[src/sv/stws_ram.sv]
// generic single write port ram with registered read
module stws_ram #(
	parameter int WIDTH = 8,
	parameter int DEPTH = 16
) (
	input  logic                     clk,
	input  logic                     we,
	input  logic [$clog2(DEPTH)-1:0] waddr,
	input  logic [WIDTH-1:0]         wdata,
	input  logic [$clog2(DEPTH)-1:0] raddr,
	output logic [WIDTH-1:0]         rdata
);

	logic [WIDTH-1:0] mem [DEPTH];
	logic [WIDTH-1:0] rdata_q;

	always_ff @(posedge clk) begin
		if (we) begin
			mem[waddr] <= wdata;
		end
		rdata_q <= mem[raddr];
	end

	assign rdata = rdata_q;

endmodule

[config.mk]
export PLATFORM = sky130hd
export DESIGN_NAME = stws_ram
export DESIGN_NICKNAME = d
export VERILOG_FILES = /design/src/sv/stws_ram.sv
export SDC_FILE = /design/constraint.sdc
export NUM_CORES = 1
export LEC_CHECK = 0
export BUFFER_PORTS_ARGS = -buffer_cell sky130_fd_sc_hd__buf_4
export CORE_ASPECT_RATIO = 0.8
export CORE_UTILIZATION = 55
export DETAILED_ROUTE_END_ITERATION = 7
export PLACE_DENSITY = 0.73
export SYNTH_ARGS = -nofsm -noshare
export SYNTH_HDL_FRONTEND = slang
export SYNTH_SLANG_ARGS = --single-unit
[constraint.sdc]
create_clock -name clk -period 2.15 [get_ports clk]
set_input_delay 0 -clock clk [delete_from_list [all_inputs] [get_ports clk]]
set_output_delay 0 -clock clk [all_outputs]
set_load 0.02 [all_outputs]
Yosys cells after proc, flatten, opt, wreduce, memory -nomap -nowiden
Memory sizes are Yosys's and may differ from the RTL's. A register that Yosys moved wholly into a read port is not among the register bits.
Index checks and enable logic that the tools add are counted.
{"block": "totals", "ff_bits": 0, "mem_bits_rw": 128, "inputBits": 18, "output_inout_bits": 8, "word_cells": 3, "n_memories": 1}
{"block": "op_classes", "n_mux": 2}
{"name": "mem", "words": 16, "word_bits": 8, "read_ports": 1, "rd_ports_with_merged_regs": 1, "write_ports": 1, "line": "14", "text": "logic [WIDTH-1:0] mem [DEPTH];"}
{"op": "1-bit two-way mux", "n": 2}

Logic depth before layout (Yosys ltp)
{"block": "logic_depth", "ltp_word": 2, "mapped_depth": 5, "ltp_nobuf": 3}

Worst setup path before layout
No wires, ideal clock.
{"block": "synth_path", "path_kind": "input -> register", "start": "input waddr[2]", "end": "memory mem[0][0], enable pin", "setup_ns": 0.383, "t_arrival_ns": 1.110, "required_ns": 1.767, "slack_ns": 0.657, "cell_stages": 2, "n_path_buf": 0, "cell_sequence": "or3b_2 > nor3_1"}
{"item": "start, declared", "line": "8", "text": "input logic [$clog2(DEPTH)-1:0] waddr,"}
{"item": "end, declared", "line": "14"}
No word-level cell before the write port.

==> results.json <==
{
  "clock_latency_ns": 0.41,
  "status": "completed",
  "post_dp_cell_area_um2": 5530,
  "clkTransAtPathRegs_ns": 0.05,
  "reg2reg_to": "rdata[0]",
  "cts_tree": "yes",
  "ir_worst_vdd_uv": 703,
  "worstMarginPinSlew_ns": 0.778,
  "num_vias": 2416,
  "grt_first_pass_wirelength_mm": 14.3,
  "port_buffers": 25,
  "timing.critical_path.to_type": "flip-flop",
  "seq_area_um2": 4000,
  "syn_nets": 247,
  "fin_crit_ns": 1.36,
  "antenna_found_initial": 0,
  "grt-ovfl-total": 0,
  "cts.sinks": 136,
  "cp_max_fo": 1,
  "grt_max_degree": 33,
  "area_delta_synth_final_pct": 21.0,
  "nFillCells": 590,
  "rsz0062_at_grt": "no",
  "grtUsageMet3": 0.0707,
  "r2r_cells": 3,
  "power_density_nw_per_um2": 1020,
  "crit_type": "flip-flop to flip-flop",
  "layout-drive-gt1-share": 0.286,
  "initial_core_util": 0.567,
  "viasPerCell": 5.81,
  "hold_depth": 3,
  "hold_class": "input port to flip-flop",
  "final_util": 0.686,
  "gr-usage-met1": 0.322,
  "yosysSeqAreaShare": 0.778,
  "core.rowCount": 31,
  "arrival_ns": 1.65,
  "design.core.area_um2": 9080,
  "min-delay-start": "waddr[0]",
  "routed_wl_mm": 9.60,
  "tns_ns": 0,
  "htree_levels": 4,
  "fin_skew_ns": 0.00823,
  "gp_congestion": 0.735,
  "min_to": "mem[4][4]",
  "drc": 0,
  "die-area_um2": 9750,
  "whs_ns": 0.123,
  "multi_input_area_um2": 1060,
  "die_w_um": 110,
  "yosys-top-cells-area": "edfxtp_1, mux4_2, mux4_1",
  "min_period_over_period": 0.635,
  "top_usage_layer": "met2",
  "drv_cap": 0,
  "yosysTopAreaCellShare": 0.747,
  "die_h_um": 88.5,
  "post-synth-top-area-cell": "edfxtp_1",
  "dp_hpwl_mm": 5.78,
  "dp_cells": 376,
  "syn_inst": 229,
  "synth.distinct_cells": 19,
  "finalMaxSlewViolations": 0,
  "reg2reg_from": "mem[3][0]",
  "syn_area_um2": 5150,
  "worst_ep_required_time_ns": 2.44,
  "setup_slack_ns": 0.785,
  "post_drt_wl_per_cell_um": 23.1,
  "clockBufferDepth": 2,
  "final_common_cell": "edfxtp_1",
  "root_buffer": "clkbuf_16",
  "p_leak_nw": 2.15,
  "grtUsageMet2": 0.338,
  "ys_ff_latch": 136,
  "final_cell_mix": "edfxtp_1, buf_4, mux4_2",
  "power.total_mw": 6.33,
  "yosysWarnings": 0,
  "antenna_left": 0,
  "postSynthAreaPerCell_um2": 22.5,
  "cts_buffers": 17,
  "critPathLaunchType": "flip-flop",
  "fin_area_um2": 6230,
  "num_antenna_cells": 0,
  "nets": 306,
  "slew_headroom": 0.480,
  "grt_usage": 0.228,
  "final_hold_viol_count": 0,
  "fmax_ghz": 0.733,
  "finalSetupViolCount": 0,
  "stdcell_count": 416,
  "io_pins": 26,
  "preCtsSetupSlack_ns": 0.524,
  "regToRegSetupSlack_ns": 0.79,
  "firstDrtPassIters": 4,
  "grt_pass1_vias": 2472,
  "drtIter0Drc": 180
}
==> what timing repair did <==
action | CTS | global route
gates resized for setup | 0 | 0
buffers inserted | 0 | 0
hold buffers | 8 | 0
endpoints found under the hold margin | 128 | 0
==> layout make-up <==
class,instances,area share
clock inverter,12,0.0289
timing repair buffer,50,0.0655
tap,115,0.0231
sequential,136,0.643
clock buffer,20,0.0701
multi-input combinational,83,0.170
==> sequential cells by signal, indices dropped and copies added, names as in the netlist <==
name and cells:
mem 128, rdata 8
==> logic make-up (layout without fill, tap and decap cells) <==
group,Yosys count,in the layout,share of synthesized area
flip-flops,136,136,0.778
buffers and inverters,10,82,0.0168
AND/OR/NAND/NOR,35,35,0.0318
multiplexers,32,32,0.150
AO/OA/AOI/OAI,16,16,0.0233
==> power breakdown <==
group / internal [mW] / switching [mW] / leakage, nW
registers: 2.97 / 0.0176 / 1.22
clock network: 2.03 / 0.996 / 0.302
logic: 0.143 / 0.173 / 0.620
==> metal layers <==
layer | vias up | share of wire
met5 | - | 0
met4 | 0 | 0.012
met3 | 10 | 0.069
met2 | 73 | 0.48
met1 | 1242 | 0.44
li1 | 1091 | -
==> worst max path at each step <==
stage | from | endpoint | slack (ns) | cells past startpoint
3_3_place_gp | raddr[0] | rdata[4] | 0.56 | 5
5_1_grt | mem[1][0] | rdata[0] | 0.72 | 3
4_1_cts | mem[0][0] | rdata[0] | 0.77 | 3
3_5_place_dp | raddr[0] | rdata[4] | 0.52 | 5
2_1_floorplan | waddr[2] | mem[0][0] | 0.66 | 2
6_report | mem[3][0] | rdata[0] | 0.79 | 3
==> critical path, cell delays in order (launching register included) <==
cell	delay [ns]
edfxtp_1	0.37
mux4_1	0.49
a22oi_1	0.27
nand2_1	0.11
==> synthesized netlist by cell type <==
library cell     count
nor2b_1              1
dfxtp_1              8
nand3b_1             2
clkdlybuf4s25_2      3
mux4_2              18
and2b_1              1
buf_6                3
nand3_1              1
nor2_1              13
a22oi_1             16
buf_4                1
or3b_2               1
nor3_1               4
nand2b_1             2
mux4_1              14
nand2_1              9
buf_2                3
edfxtp_1           128
and2_1               1
Note: power is estimated with default switching activity, not from simulation.
