**src/sv/stws_pkg.sv**
```systemverilog
// package: sizes, codes, beat types and control structs of the sum tree sampler
package stws_pkg;

	localparam int SEGMENTS     = 1024;
	localparam int RATE_ENTRIES = 64;
	localparam int RATE_WIDTH   = 32;

	localparam int LEVELS     = $clog2(SEGMENTS);
	localparam int NODE_W     = LEVELS + 1;
	localparam int TREE_DEPTH = 2 * SEGMENTS;
	localparam int ENTRY_W    = $clog2(RATE_ENTRIES);
	localparam int SUM_W      = RATE_WIDTH + LEVELS;
	localparam int SUM_W1     = SUM_W + 1;

	localparam int SITE_W  = 10;
	localparam int COUNT_W = 16;
	localparam int INDEX_W = 6;
	localparam int VALUE_W = 32;
	localparam int FRAC_W  = 32;
	localparam int TOTAL_W = 42;

	localparam int MUL_W  = 32;
	localparam int PROD_W = 2 * MUL_W;

	typedef enum logic [1:0] {
		REQ_LOAD   = 2'd0,
		REQ_SET    = 2'd1,
		REQ_SAMPLE = 2'd2
	} req_type_t;

	typedef enum logic [2:0] {
		ST_CLEAR,
		ST_IDLE,
		ST_SET_LEAF,
		ST_SET_UP,
		ST_SMP_ROOT,
		ST_SMP_MUL,
		ST_SMP_TGT,
		ST_SMP_DESC
	} state_t;

	typedef enum logic [3:0] {
		OPC_NONE,
		OPC_CLEAR,
		OPC_LATCH,
		OPC_LEAF,
		OPC_SUM,
		OPC_ROOT,
		OPC_MUL_HI,
		OPC_TGT,
		OPC_DESC
	} op_t;

	typedef struct packed {
		logic [1:0]         req_type;
		logic [SITE_W-1:0]  site;
		logic [COUNT_W-1:0] particle_count;
		logic [INDEX_W-1:0] rate_index;
		logic [VALUE_W-1:0] rate_value;
		logic [FRAC_W-1:0]  uniform;
	} req_t;

	typedef struct packed {
		logic [SITE_W-1:0]  chosen_site;
		logic [TOTAL_W-1:0] total_rate;
	} rsp_t;

	typedef struct packed {
		logic              we;
		logic [NODE_W-1:0] waddr;
		logic [NODE_W-1:0] raddr;
	} tree_ctl_t;

	typedef struct packed {
		logic               we;
		logic [ENTRY_W-1:0] waddr;
		logic [ENTRY_W-1:0] raddr;
	} rate_ctl_t;

	typedef struct packed {
		logic              finish;
		logic [SITE_W-1:0] chosen_site;
	} done_t;

endpackage

```
**src/sv/stws_dp.sv**
```systemverilog
// shared datapath: one adder-subtractor and one 32x32 multiplier with operand registers
module stws_dp (
	input  logic                                clk,
	input  stws_pkg::op_t                       op,
	input  logic [stws_pkg::FRAC_W-1:0]         uniform,
	input  logic [stws_pkg::RATE_WIDTH-1:0]     rate_rdata,
	input  logic [stws_pkg::SUM_W-1:0]          tree_rdata,
	output logic [stws_pkg::SUM_W-1:0]          tree_wdata,
	output logic                                go_right,
	output logic [stws_pkg::SUM_W-1:0]          total
);

	logic [stws_pkg::FRAC_W-1:0] u_q;
	logic [stws_pkg::SUM_W-1:0]  acc_q;
	logic [stws_pkg::SUM_W-1:0]  total_q;
	logic [stws_pkg::PROD_W-1:0] prod_q;

	logic                        add_sub;
	logic [stws_pkg::SUM_W-1:0]  add_b;
	logic [stws_pkg::SUM_W-1:0]  add_res;
	logic                        carry;
	logic [stws_pkg::MUL_W-1:0]  mul_a;
	logic [stws_pkg::PROD_W-1:0] mul_p;

	always_comb begin
		add_sub = (op == stws_pkg::OPC_DESC);
		add_b   = (op == stws_pkg::OPC_TGT) ? stws_pkg::SUM_W'(prod_q) : tree_rdata;
		{carry, add_res} = {1'b0, acc_q}
			+ {1'b0, (add_sub ? ~add_b : add_b)}
			+ stws_pkg::SUM_W1'(add_sub);
		// left sum strictly below target: no borrow and nonzero difference
		go_right = add_sub && carry && (add_res != '0);
		mul_a    = (op == stws_pkg::OPC_MUL_HI) ?
			stws_pkg::MUL_W'(total_q >> stws_pkg::MUL_W) : stws_pkg::MUL_W'(tree_rdata);
		mul_p    = stws_pkg::PROD_W'(mul_a) * stws_pkg::PROD_W'(u_q);
		case (op)
			stws_pkg::OPC_CLEAR: tree_wdata = '0;
			stws_pkg::OPC_LEAF:  tree_wdata = stws_pkg::SUM_W'(rate_rdata);
			default:             tree_wdata = add_res;
		endcase
	end

	always_ff @(posedge clk) begin
		case (op)
			stws_pkg::OPC_LATCH: begin
				u_q <= uniform;
			end
			stws_pkg::OPC_LEAF: begin
				acc_q <= stws_pkg::SUM_W'(rate_rdata);
			end
			stws_pkg::OPC_SUM: begin
				acc_q <= add_res;
			end
			stws_pkg::OPC_ROOT: begin
				total_q <= tree_rdata;
				prod_q  <= mul_p;
			end
			stws_pkg::OPC_MUL_HI: begin
				prod_q <= mul_p;
				acc_q  <= stws_pkg::SUM_W'(prod_q[stws_pkg::PROD_W-1:stws_pkg::MUL_W]);
			end
			stws_pkg::OPC_TGT: begin
				acc_q <= add_res;
			end
			stws_pkg::OPC_DESC: begin
				if (go_right) begin
					acc_q <= add_res;
				end
			end
			default: begin
			end
		endcase
	end

	assign total = total_q;

endmodule

```
**config.mk**
```make
export PLATFORM = sky130hd
export DESIGN_NAME = stws_dp
export DESIGN_NICKNAME = d
export VERILOG_FILES = /design/src/sv/stws_pkg.sv /design/src/sv/stws_dp.sv
export SDC_FILE = /design/constraint.sdc
export NUM_CORES = 2
export LEC_CHECK = 0
export ABC_AREA = 1
export BUFFER_PORTS_ARGS = -buffer_cell sky130_fd_sc_hd__buf_4
export CORE_MARGIN = 2
export CORE_UTILIZATION = 59
export DETAILED_ROUTE_END_ITERATION = 16
export PLACE_DENSITY = 0.8
export SYNTH_ARGS = -nofsm -noshare
export SYNTH_HDL_FRONTEND = slang
export SYNTH_SLANG_ARGS = --single-unit
```
**constraint.sdc**
```tcl
create_clock -name clk -period 8 [get_ports clk]
set_input_delay 0.4 -clock clk [delete_from_list [all_inputs] [get_ports clk]]
set_output_delay 0.4 -clock clk [all_outputs]
set_load 0.02 [all_outputs]
```
Word-level counts from Yosys, hierarchy flattened --
Index checks and enable logic that the tools add are counted.
Cells by class: bitwise logic cells 1, multipliers 1, multiplexer cells 6, eq/ne operators 9, reduce and logical (&&, ||, !) cells 7, add/subtract/negate cells 2
Operators with widths (number):
- $pmux W42 S4 | 1
- $mux W42 | 3
- $pmux W42 S2 | 1
- $mul A32 B32 Y64 | 1
- $add A42 B42 Y43 | 1
- $add A43 B1 Y43 | 1
- $not A42 Y42 | 1
- $reduce_bool A42 Y1 | 1
- $mux W32 | 1
- $eq A4 B3 Y1 const B | 4
- $eq A4 B2 Y1 const B | 2
- $eq A4 B1 Y1 const B | 1
- $eq A4 B4 Y1 const B | 1
- $reduce_bool A4 Y1 | 1
- $reduce_or A2 Y1 | 2
- $logic_and A1 B1 Y1 | 2
- $ne A2 B2 Y1 const B | 1
- $reduce_and A2 Y1 | 1
Word-level totals: register bits after elaboration 180, word-level logic and storage cells 30, output and inout port bits 85, input port bits 111

Depth between registers and ports, before layout --
depth in word-level cells 10, depth in mapped cells 39, mapped depth without buffers 36

Worst setup path before layout --
Ideal clock, no wire load.
kind input-to-reg, start point in op[3], end point reg prod_q[58] (netlist name) (data pin), library setup time 252 ps, arrival 7471 ps, cell stages on the path 30, path slack 276 ps, data required time 7748 ps, cell sequence inv_1 nand2_1 nor3_2 clkbuf_1 nor2_1 inv_1 clkbuf_1 nor2_1 fa_1 fa_1 inv_1 fa_1 fa_1 inv_1 fa_1 fa_1 fa_1 fa_1 ha_1 a21oi_1 inv_1 a31oi_1 a21boi_0 o21ai_2 a21oi_1 o21ai_1 nand2_1 nand2_1 nand2_1 nand2_1
On the way: longest elaborated chain between the ends 3
RTL lines:
- start: declaration | RTL line stws_dp.sv:4 | input stws_pkg::op_t op,
- $eq A4 B3 Y1 | RTL line stws_dp.sv:33 | mul_a = (op == stws_pkg::OPC_MUL_HI) ?
- $mux W32 | RTL line stws_dp.sv:33
- $mul A32 B32 Y64 | RTL line stws_dp.sv:35 | mul_p = stws_pkg::PROD_W'(mul_a) * stws_pkg::PROD_W'(u_q);
- via mul_p (one bit) | RTL line stws_dp.sv:23 | logic [stws_pkg::PROD_W-1:0] mul_p;
- end signal: assignment | RTL line stws_dp.sv:56 | prod_q <= mul_p;
- end signal: assignment | RTL line stws_dp.sv:59 | prod_q <= mul_p;
- end: declaration | RTL line stws_dp.sv:16 | logic [stws_pkg::PROD_W-1:0] prod_q;
The timed path passes the listed nets, and every way through them passes these cells. A chain may end at the register's enable or synchronous reset.

Worst setup path after layout --
start point in op[3], end point reg prod_q[56] (netlist name) (data pin)
Same word-level chain as after synthesis.

==> summary.md <==
| Metric | Value |
|---|---|
| Post-synthesis sequential area ratio | 12.6% |
| Initial antenna violation count | 5 |
| Input/output buffers | between 150 and 200 |
| Ranking of synthesized cells by area | fa_1 42%, edfxtp_1 13%, inv_1 10% |
| Die height | roughly 270 µm |
| Post-synth top cells | 1203 x inv_1, 911 x nand2_1, 897 x fa_1 |
| Worst Path Max Fanout | 19 |
| Post-synth EDFFs | 180 |
| Cell family with most CP delay | adder cells |
| Gate Count Post-Synth | 5141 |
| Max-cap violations | 0 |
| Post-route cell area | 49500 µm² |
| Pre-antenna DRT Iters | 8 |
| Final nets | just under 7k |
| Rows | 99 |
| CTS Buf Count | 17 |
| Yosys top cell area share | 41.7% |
| Slew @ Worst Pin | ~1.3 ns |
| Syn Area/Cell | 8.37 µm² |
| Startpoint Class | primary input |
| Synthesis warning total | 0 |
| Final setup viols | 0 |
| Met3 wire len | between 15000 and 20000 µm |
| RD Place Congestion | 1.07 |
| Critical path's most frequent cell | fa_1 |
| Area growth syn-to-layout | 15.1% |
| Worst skew pair latency | 0.52 ns |
| Post-Route WL | roughly 160000 µm |
| CTS sink count | 180 |
| M1 wire length | roughly 54000 µm |
| R2r endpoint | prod_q[56] |
| Initial core utilization | 59.3% |
| Die X | 274 µm |
| Yosys reg bits | 180 |
| DR WL met2 | 67800 µm |
| Buffer depth of the longest clock path | 2 |
| Crit share post-route | 97.8% |
| Detailed-route wire length per cell | 23.6 µm |
| Hold Crit Endpoint | u_q[10] |
| R2R setup slack | roughly 0.22 ns |
| Syn_nets | 6453 |
| Synth area leader | fa_1 |
| Final-report max-slew violation count | 0 |
| Die Area | 75100 µm² |
| DRT antenna net count | 0 |
| Final core occ | 68.3% |
| CP bufs+invs | 11 |
| Vias | approximately 38k |
| Arrival @ worst endpoint | 8.09 ns |
| Max layer used | met5 |
| Max Fclk | 0.128 GHz |
| Hold WC Path Type | primary input to flop |
| Critical Path Max Stage Delay | 0.60 ns |
| Clock skew | ~0.036 ns |
| Most frequent cell after synthesis | inv_1 |
| Worst Hold Depth | 1 |
| HP Start | uniform[10] |
| Status | complete, no violations |
| Layout cell share with drive strength beyond 1 | 13.1% |
| Clock transition at path regs | 0.11 ns |
| Synth cell types | 53 |
| Root Driver | clkbuf_16 |
| Largest net degree at the start of global routing | 65 |
| Hpwl dp | ~130000 µm |
| Vias per Instance | 5.78 |
| Ant. Diodes | 0 |
| Ys flop type | edfxtp_1 |
| Hold Fails Final Rpt | 0 |
| Placed inst area | 48800 µm² |
| TritonCTS clock tree | built |
| First-pass GRT wire length | between 200000 and 250000 µm |
| DRT iter0 DRCs | ~4.4k |
| Fillers | 5835 |
| Post-synth ARST share | 0% |
| Total GRT Usage | 42.7% |
| Slew headroom | 14.8% |
| Grt ovf | 0 |
| Area of the core | 72600 µm² |
| I/O pin total | 196 |
| Post-Place Cells | 6541 |
| Cell Area, Synth | roughly 43000 µm² |
| Data required, critical path | 8.27 ns |
| Non-filler cells, final | 6574 |
| Vias in the first global route | 39.5k |
| WS Path Type | primary input to flop |
| Crit end category | flop |
| Slowest cell on crit path | fa_1 |
| R2R cell count | 26 |
| Post-route minimum period | 7.83 ns |
| DRC | 0 |
| Critical R2R Launch | u_q[4] |
| H-tree levels | 4 |
==> how the worst max path moves through the flow <==
stage | startpoint | to | slack (ns) | cells after the start
after detailed placement | op[3] | prod_q[56] | -0.69 | 33
after global routing | op[3] | prod_q[58] | -0.03 | 37
after floorplan | op[3] | prod_q[58] | 0.28 | 30
after CTS | op[3] | prod_q[56] | 0.08 | 33
final | op[3] | prod_q[56] | 0.17 | 33
after global placement | op[3] | prod_q[56] | -0.73 | 32
==> logic make-up after synthesis <==
group                      Yosys count  synth area share [%]
buffers and inverters             1420                  12.4
muxes                                6                 0.140
AOI/OAI and AO/OA                  362                  5.02
and+or+nand+nor                   1849                  16.8
xor gates and xnor gates           123                  2.54
DFF                                180                  12.6
adders and majority gates         1201                  50.5
==> flip-flops by register name, summed over array words and instances (netlist names) <==
register and count:
acc_q 42, prod_q 64, total 42, u_q 32
==> what timing repair did <==
action,4_1_cts,5_1_grt
hold buffers,0,0
pin swaps,0,2
buffers inserted,0,1
endpoints found under the setup margin,4,20
gates resized for setup,2,19
==> metal layers <==
metal  vias to the layer above  GRT usage, %
met2                      2667          64.6
met4                         8          28.9
met1                     18429          53.9
li1                      16123             -
met5                         -             0
met3                       747          11.4
==> stage by stage <==
stage / TNS, ns / worst slack [ns] / hold WS [ns]
global placement: -5.84 / -0.734 / 0.529
finish: 0 / 0.174 / 0.0466
CTS: 0 / 0.0835 / 0.0223
detailed placement: -7.46 / -0.690 / 0.545
floorplan: 0 / 0.276 / 0.499
global route: -0.0588 / -0.0324 / 0.0323
==> worst reg2reg max path, delay by kind of cell, from the launching register on <==
kind                       cells  cell delay [ns]
DFF                            1             0.39
AOI/OAI and AO/OA              2             0.21
adders and majority gates      9             4.24
buffers and inverters          7             1.37
xor gates and xnor gates       1             0.13
and+or+nand+nor                7             1.22
==> cell usage in the layout, fill, tap and decap left out, drive strengths merged, types with 4 or more instances in the layout <==
cell    instances
ha            304
nand2         922
nor3           20
o21ai         110
a22o            5
nand4          17
o21bai         15
mux2i           6
clkbuf         17
o221ai         22
a21o           13
nor2          801
inv          1218
fa            897
xnor2          28
o22ai          13
buf           639
nand3b          4
o211ai         13
a21oi         124
edfxtp        180
nor4            8
o21a            9
xor2           95
nand3          73
a31oi          22
a21boi          6
clkinv         20
==> layout make-up <==
type | instances | area (µm²) | share of cell area (%)
multi-input combinational | 3541 | 32500 | 65.6
inverter | 1223 | 4590 | 9.27
tap | 959 | 1200 | 2.42
timing repair buffer | 639 | 5220 | 10.5
sequential | 180 | 5410 | 10.9
clock buffer | 17 | 425 | 0.859
clock inverter | 15 | 218 | 0.439
Power is left out: the tool's default activity adds up to more than one toggle a clock period on the data nets, which glitch-free logic cannot reach.
