==> config.mk <==
export PLATFORM = sky130hd
export DESIGN_NAME = stws_seq
export DESIGN_NICKNAME = d
export VERILOG_FILES = /design/src/sv/stws_pkg.sv /design/src/sv/stws_seq.sv
export SDC_FILE = /design/constraint.sdc
export NUM_CORES = 1
export LEC_CHECK = 0
export BUFFER_PORTS_ARGS = -buffer_cell sky130_fd_sc_hd__clkbuf_2
export CAP_MARGIN = 10
export CORE_MARGIN = 8
export CORE_UTILIZATION = 41
export CTS_CLUSTER_DIAMETER = 40
export DETAILED_ROUTE_END_ITERATION = 10
export PLACE_DENSITY = 0.9
export SYNTH_ARGS = -nofsm -noshare
export SYNTH_HDL_FRONTEND = slang
export SYNTH_SLANG_ARGS = --single-unit
export TNS_END_PERCENT = 30
==> constraint.sdc <==
create_clock -name clk -period 5.2 [get_ports clk]
set_input_delay 0.78 -clock clk [delete_from_list [all_inputs] [get_ports clk]]
set_output_delay 0.78 -clock clk [all_outputs]
set_load 0.03 [all_outputs]
==> src/sv/stws_pkg.sv <==
// package: sizes, codes, beat types and control structs of the sum tree sampler
package stws_pkg;

	localparam int SEGMENTS     = 1024;
	localparam int RATE_ENTRIES = 64;
	localparam int RATE_WIDTH   = 32;

	localparam int LEVELS     = $clog2(SEGMENTS);
	localparam int NODE_W     = LEVELS + 1;
	localparam int TREE_DEPTH = 2 * SEGMENTS;
	localparam int ENTRY_W    = $clog2(RATE_ENTRIES);
	localparam int SUM_W      = RATE_WIDTH + LEVELS;
	localparam int SUM_W1     = SUM_W + 1;

	localparam int SITE_W  = 10;
	localparam int COUNT_W = 16;
	localparam int INDEX_W = 6;
	localparam int VALUE_W = 32;
	localparam int FRAC_W  = 32;
	localparam int TOTAL_W = 42;

	localparam int MUL_W  = 32;
	localparam int PROD_W = 2 * MUL_W;

	typedef enum logic [1:0] {
		REQ_LOAD   = 2'd0,
		REQ_SET    = 2'd1,
		REQ_SAMPLE = 2'd2
	} req_type_t;

	typedef enum logic [2:0] {
		ST_CLEAR,
		ST_IDLE,
		ST_SET_LEAF,
		ST_SET_UP,
		ST_SMP_ROOT,
		ST_SMP_MUL,
		ST_SMP_TGT,
		ST_SMP_DESC
	} state_t;

	typedef enum logic [3:0] {
		OPC_NONE,
		OPC_CLEAR,
		OPC_LATCH,
		OPC_LEAF,
		OPC_SUM,
		OPC_ROOT,
		OPC_MUL_HI,
		OPC_TGT,
		OPC_DESC
	} op_t;

	typedef struct packed {
		logic [1:0]         req_type;
		logic [SITE_W-1:0]  site;
		logic [COUNT_W-1:0] particle_count;
		logic [INDEX_W-1:0] rate_index;
		logic [VALUE_W-1:0] rate_value;
		logic [FRAC_W-1:0]  uniform;
	} req_t;

	typedef struct packed {
		logic [SITE_W-1:0]  chosen_site;
		logic [TOTAL_W-1:0] total_rate;
	} rsp_t;

	typedef struct packed {
		logic              we;
		logic [NODE_W-1:0] waddr;
		logic [NODE_W-1:0] raddr;
	} tree_ctl_t;

	typedef struct packed {
		logic               we;
		logic [ENTRY_W-1:0] waddr;
		logic [ENTRY_W-1:0] raddr;
	} rate_ctl_t;

	typedef struct packed {
		logic              finish;
		logic [SITE_W-1:0] chosen_site;
	} done_t;

endpackage

==> src/sv/stws_seq.sv <==
// sequencer: state machine, node counter and memory addressing
module stws_seq (
	input  logic                  clk,
	input  logic                  arst_n,
	input  logic                  start,
	input  stws_pkg::req_t        req,
	input  logic                  go_right,
	output logic                  busy,
	output stws_pkg::op_t         op,
	output stws_pkg::tree_ctl_t   tree_ctl,
	output stws_pkg::rate_ctl_t   rate_ctl,
	output stws_pkg::done_t       done
);

	stws_pkg::state_t state_q, state_d;
	logic [stws_pkg::NODE_W-1:0] node_q, node_d;

	logic [stws_pkg::NODE_W-1:0] leaf;
	logic [stws_pkg::NODE_W-1:0] parent;
	logic [stws_pkg::NODE_W-1:0] child;

	always_ff @(posedge clk or negedge arst_n) begin
		if (!arst_n) begin
			state_q <= stws_pkg::ST_CLEAR;
			node_q  <= '0;
		end else begin
			state_q <= state_d;
			node_q  <= node_d;
		end
	end

	always_comb begin
		leaf   = stws_pkg::NODE_W'(stws_pkg::SEGMENTS)
			| (stws_pkg::NODE_W'(req.site) & stws_pkg::NODE_W'(stws_pkg::SEGMENTS - 1));
		parent = node_q >> 1;
		child  = {node_q[stws_pkg::NODE_W-2:0], go_right};

		state_d        = state_q;
		node_d         = node_q;
		op             = stws_pkg::OPC_NONE;
		tree_ctl.we    = 1'b0;
		tree_ctl.waddr = node_q;
		tree_ctl.raddr = node_q ^ stws_pkg::NODE_W'(1);
		rate_ctl.we    = 1'b0;
		rate_ctl.waddr = stws_pkg::ENTRY_W'(req.rate_index);
		// counts past the table saturate to the last entry
		rate_ctl.raddr = (32'(req.particle_count) >= stws_pkg::RATE_ENTRIES) ?
			stws_pkg::ENTRY_W'(stws_pkg::RATE_ENTRIES - 1) :
			stws_pkg::ENTRY_W'(req.particle_count);
		done.finish      = 1'b0;
		done.chosen_site = stws_pkg::SITE_W'(child[stws_pkg::LEVELS-1:0]);

		case (state_q)
			stws_pkg::ST_CLEAR: begin
				op          = stws_pkg::OPC_CLEAR;
				tree_ctl.we = 1'b1;
				node_d      = node_q + stws_pkg::NODE_W'(1);
				if (node_q == '1) begin
					state_d = stws_pkg::ST_IDLE;
				end
			end
			stws_pkg::ST_IDLE: begin
				if (start) begin
					case (req.req_type)
						stws_pkg::REQ_LOAD: begin
							rate_ctl.we = (32'(req.rate_index) < stws_pkg::RATE_ENTRIES);
						end
						stws_pkg::REQ_SET: begin
							node_d  = leaf;
							state_d = stws_pkg::ST_SET_LEAF;
						end
						stws_pkg::REQ_SAMPLE: begin
							op             = stws_pkg::OPC_LATCH;
							tree_ctl.raddr = stws_pkg::NODE_W'(1);
							state_d        = stws_pkg::ST_SMP_ROOT;
						end
						default: begin
						end
					endcase
				end
			end
			stws_pkg::ST_SET_LEAF: begin
				op          = stws_pkg::OPC_LEAF;
				tree_ctl.we = 1'b1;
				state_d     = stws_pkg::ST_SET_UP;
			end
			stws_pkg::ST_SET_UP: begin
				op             = stws_pkg::OPC_SUM;
				tree_ctl.we    = 1'b1;
				tree_ctl.waddr = parent;
				tree_ctl.raddr = parent ^ stws_pkg::NODE_W'(1);
				node_d         = parent;
				if (parent == stws_pkg::NODE_W'(1)) begin
					state_d = stws_pkg::ST_IDLE;
				end
			end
			stws_pkg::ST_SMP_ROOT: begin
				op      = stws_pkg::OPC_ROOT;
				state_d = stws_pkg::ST_SMP_MUL;
			end
			stws_pkg::ST_SMP_MUL: begin
				op      = stws_pkg::OPC_MUL_HI;
				state_d = stws_pkg::ST_SMP_TGT;
			end
			stws_pkg::ST_SMP_TGT: begin
				op             = stws_pkg::OPC_TGT;
				node_d         = stws_pkg::NODE_W'(1);
				tree_ctl.raddr = stws_pkg::NODE_W'(2);
				state_d        = stws_pkg::ST_SMP_DESC;
			end
			stws_pkg::ST_SMP_DESC: begin
				op             = stws_pkg::OPC_DESC;
				node_d         = child;
				tree_ctl.raddr = child << 1;
				if (child[stws_pkg::NODE_W-1]) begin
					done.finish = 1'b1;
					state_d     = stws_pkg::ST_IDLE;
				end
			end
			default: begin
				state_d = stws_pkg::ST_IDLE;
			end
		endcase
	end

	assign busy = (state_q != stws_pkg::ST_IDLE);

endmodule

=== Word level (Yosys, flattened, before mapping) ===
Index checks and enable logic that the tools add are counted.

* Add/sub/neg operators: 1
* Magnitude comparators: 1
* Equal/unequal tests: 18
* Muxes and demuxes: 23
* Bitwise operators: 2
* Reduce and logical (&&, ||, !) cells: 6

{| class="wikitable"
|+ Operators by type and width
! kind !! number
|-
| $mux W11 || 5
|-
| $pmux W11 S5 || 1
|-
| $pmux W11 S4 || 1
|-
| $pmux W4 S8 || 1
|-
| $pmux W3 S8 || 1
|-
| $ge A16 B7 Y1 const B || 1
|-
| $eq A3 B3 Y1 const B || 4
|-
| $mux W3 || 4
|-
| $add A11 B1 Y11 const B || 1
|-
| $eq A11 B11 Y1 const B || 1
|-
| $eq A10 B1 Y1 const B || 1
|-
| $ne A2 B2 Y1 const B || 4
|-
| $eq A3 B2 Y1 const B || 2
|-
| $mux W1 || 6
|-
| $mux W6 || 1
|-
| $ne A3 B1 Y1 const B || 2
|-
| $pmux W3 S2 || 1
|-
| $reduce_and A5 Y1 || 1
|-
| $reduce_bool A5 Y1 || 1
|-
| $mux W2 || 2
|-
| $eq A3 B1 Y1 const B || 1
|-
| $logic_not A3 Y1 || 1
|-
| $reduce_and A3 Y1 || 1
|-
| $reduce_or A3 Y1 || 1
|-
| 5 further kinds || 6
|}

* Bits in registers: 14
* Input port bits: 102
* Output and inout bits: 52
* Logic and storage cells: 53

=== Depth between registers and ports, before layout ===
* Depth after elaboration: 4
* Depth in mapped cells: 7
* Gate-level depth less buffers: 5

=== Least setup slack after synthesis ===
No wires, ideal clock.

* Kind: register to output
* From: reg state_q[1]
* To: out rate_ctl[12] (netlist bit)
* Arrival: 2.172 ns
* Required time: 4.420 ns
* Setup slack: 2.248 ns
* Cell stages (with the launch flop): 6
* Path buffers: 1
* Cells stage by stage: dfrtp_1 > clkbuf_1 > nand2b_1 > nor2_1 > inv_1 > nor4b_1

{| class="wikitable"
|+ RTL lines
! what !! RTL line !! text
|-
| start: declaration || stws_seq.sv:15 || <nowiki>stws_pkg::state_t state_q, state_d;</nowiki>
|-
| start signal: assignment || stws_seq.sv:24 || <nowiki>state_q <= stws_pkg::ST_CLEAR;</nowiki>
|-
| start signal: assignment || stws_seq.sv:27 || <nowiki>state_q <= state_d;</nowiki>
|-
| end: declaration || stws_seq.sv:11 || <nowiki>output stws_pkg::rate_ctl_t rate_ctl,</nowiki>
|}

==> results.md <==
* Count of final setup violators at 0
* Area growth syn-to-layout at 17.1%
* Starting Density at a little over two fifths
* Grt total ovfl at 0
* Via count at between 1500 and 2000
* Die Y-Extent at between 80 and 90 microns
* # Max-Cap Violations at 0
* Max clock buf depth at 2
* Final period demand of the worst path at ~3.8 ns
* Outcome: finished, final reports clean
* Final WS setup at about 1.4 ns
* Placed Instances at ~320
* Compound-gate portion of the synthesized area at around 32%
* Critical path's slowest cell: dfrtp_1
* Cell area after synthesis at 0.00172 sq mm
* Nets at around 380
* Cts hold-fix bufs at 0
* Slew @ Worst Pin at ~0.98 ns
* Die area at around 0.0065 sq mm
* Cell variety after synth at just over 50
* Post-Layout Cell Count at roughly 330
* Reg2Reg Capture Point: state_q[1]
* Yosys reg bits at 14
* Xor/xnor share of the synthesized area at 0.508%
* Final Hold Fails at 0
* TritonCTS Sinks at 14
* Critical path fanouts, max at 26
* WL/cell at 16.9 microns
* Die Wd at 80.8 microns
* DRC Markers at 0
* Syn Nets at around 340
* Synth Area in Simple Gates at 22.3%
* Power density over the cells at 937 mW/mm^2
* Adder-Cell Fraction of Synth Area at less than 1%
* Number of flops mapped to enable cells by yosys at 0
* Routed Antenna Nets at 0
* Post-CTS Setup Bufs at 0
* Fmax at around 260 MHz
* Sequential share of the synthesized area at between 20% and 30%
* Worst EP required at ~4.4 ns
* Clock transition at path regs at around 0.06 ns
* Most frequent cells in the layout: 77 x clkbuf_2, 21 x nand2_1, 15 x o21ai_0, 14 x a21oi_1, 14 x dfrtp_1
* DP Wirelength at 4130 microns
* Crit share post-route at around 73%
* Max VDD drop at 0.532 mV
* Worst r2r src: state_q[1]
* Post-synthesis mux area share at roughly 9%
* Max incr delay on CP at roughly 0.7 ns
* I/O Buffers at 77
* Static leakage power at between 0.9 and 1 nW
* CTS tree: built
* Worst Setup End Kind: output pin
* DRT iter0 DRCs at roughly 230
* Dominant synthesized flop cell: dfrtp_1
* Post-synthesis instance total at about 240
* Worst slew margin at between 30% and 40%
* DRT Pass-1 Iters at 5
* Setup TNS at 0 ns
* Clk_skew at between 0.0015 and 0.002 ns
* Cell Chain, Critical Path: nor2b_1, a21oi_1, a21oi_1, o21ai_0, clkbuf_2
* Ant diodes at 0
* Post_cts resized at 0
* Max Slew Vio Count at 0
* R2r setup slk at between 2 and 3 ns
* Gr usage total at between 15 and 20%
* Worst min-delay path class: input port to async pin
* Pre-CTS WS at 1.81 ns
* Post-Route WL at 5540 microns
* Maximum number of pins on one net before global-route repair at 31
* H-tree Lvls at 1
* Avg Inst Size Synth at around 7.3 sq um
* Vias per cell at slightly above 6
* First-pass GRT wire length at between 9000 and 10000 microns
* IO Pins at between 150 and 200
* Critical path startpoint category: flip-flop
* Ys async rst share at between 90% and 100%
* Share of cells above drive strength 1 at about a third
* Vias in the first global route at 1857
* Core Region at approximately 0.0040 sq mm
* Placer Congestion at 0.926
* CTS Root Buffer Type: clkbuf_8
* Final core occ at 50.1%
* RSZ-0062 raised after global routing: false
* Crit path kind: flip-flop to output pin
* CTS Buf Count at 3
* Clock latency on the worst-skew pair at roughly 0.26 ns
* FP Rows at 23
* Main combinational cell family by area after synthesis: compound AO/OA/AOI/OAI gates
* Worst path most repeated cell: a21oi_1
* CP arrival at ~3.0 ns
* Commonest non-fill, non-tap cell in the layout: clkbuf_2
* Post-DP Area at between 0.0015 and 0.002 sq mm
* Fin area at approximately 0.0020 sq mm
* Path depth of the worst reg2reg path at 4
* Synth warnings at 0
* Initial antenna violation count at 0
## synth_stat cells (3+ instances only)
cell | number | area (sq um)
clkbuf_1 | 19 | 71.3
inv_1 | 11 | 41.3
mux2_2 | 7 | 78.8
buf_4 | 16 | 120
dfrtp_1 | 14 | 350
a22oi_1 | 5 | 37.5
nor2_1 | 12 | 45.0
o21bai_1 | 4 | 30.0
or2_2 | 7 | 43.8
nor2b_1 | 4 | 25.0
o211ai_1 | 6 | 45.0
o21ai_0 | 15 | 75.1
a211oi_1 | 3 | 22.5
a21oi_1 | 14 | 70.1
o21ai_1 | 3 | 15.0
mux2i_1 | 5 | 50.1
nand3_1 | 6 | 30.0
nand2b_1 | 4 | 25.0
o2bb2ai_1 | 4 | 35.0
a22o_1 | 8 | 70.1
nand2_1 | 21 | 78.8
nor4_1 | 4 | 25.0
nor3_1 | 5 | 25.0
buf_2 | 3 | 15.0
## report_power, final
part           total [W]  internal, W  switching (W)
Sequential      0.000371     0.000164       0.000208
Combinational    0.00141     0.000483       0.000926
Clock           0.000111    0.0000673      0.0000439
Total            0.00189     0.000714        0.00118
## worst max path at each step
stage | startpoint | end | slack, ns | depth (start not counted)
detailed placement | state_q[2] | tree_ctl[8] | 1.81 | 5
global placement | state_q[2] | tree_ctl[4] | 1.87 | 5
global route | state_q[2] | tree_ctl[8] | 1.18 | 5
finish | state_q[2] | tree_ctl[4] | 1.41 | 5
CTS | state_q[2] | tree_ctl[8] | 1.52 | 5
floorplan | state_q[1] | rate_ctl[12] | 2.25 | 5
## registers in the layout, summed over array words and instances, names as in the netlist
signal / flops
state_q: 3
node_q: 11
## cell families (layout without fill, tap and decap cells)
logic type,after synthesis,count (layout)
xor gates and xnor gates,1,1
DFF,14,14
adders and majority gates,1,1
buffers and inverters,51,93
muxes,14,14
AOI/OAI and AO/OA,80,80
and+or+nand+nor,74,74
## worst max-delay path, delay by kind of cell (launching register included)
| family | cells | cell delay [ns] |
|---|---|---|
| compound gates | 3 | 1.18 |
| flops | 1 | 0.69 |
| simple gates | 1 | 0.65 |
| buf+inv | 1 | 0.22 |
## layout make-up
cell class / count / area (sq um)
fill: 415 / 2010
multi-input combinational: 170 / 1120
inverter: 11 / 41.3
timing repair buffer: 78 / 393
clock buffer: 4 / 55.1
sequential: 14 / 350
tap: 50 / 62.6
## through the flow
stage	power [W]	hold WS [ns]
floorplan	0.00146	0.484
global placement	0.00173	0.632
detailed placement	0.00177	0.654
CTS	0.00188	0.433
global route	0.00203	0.461
finish	0.00189	0.424
## routing by layer
layer,GRT usage [%],share of wire [%]
met5,0,0
met4,6.96,1.6
met3,2.76,13
met2,25.3,43
met1,23.1,43
Note: power is estimated with default switching activity, not from simulation.
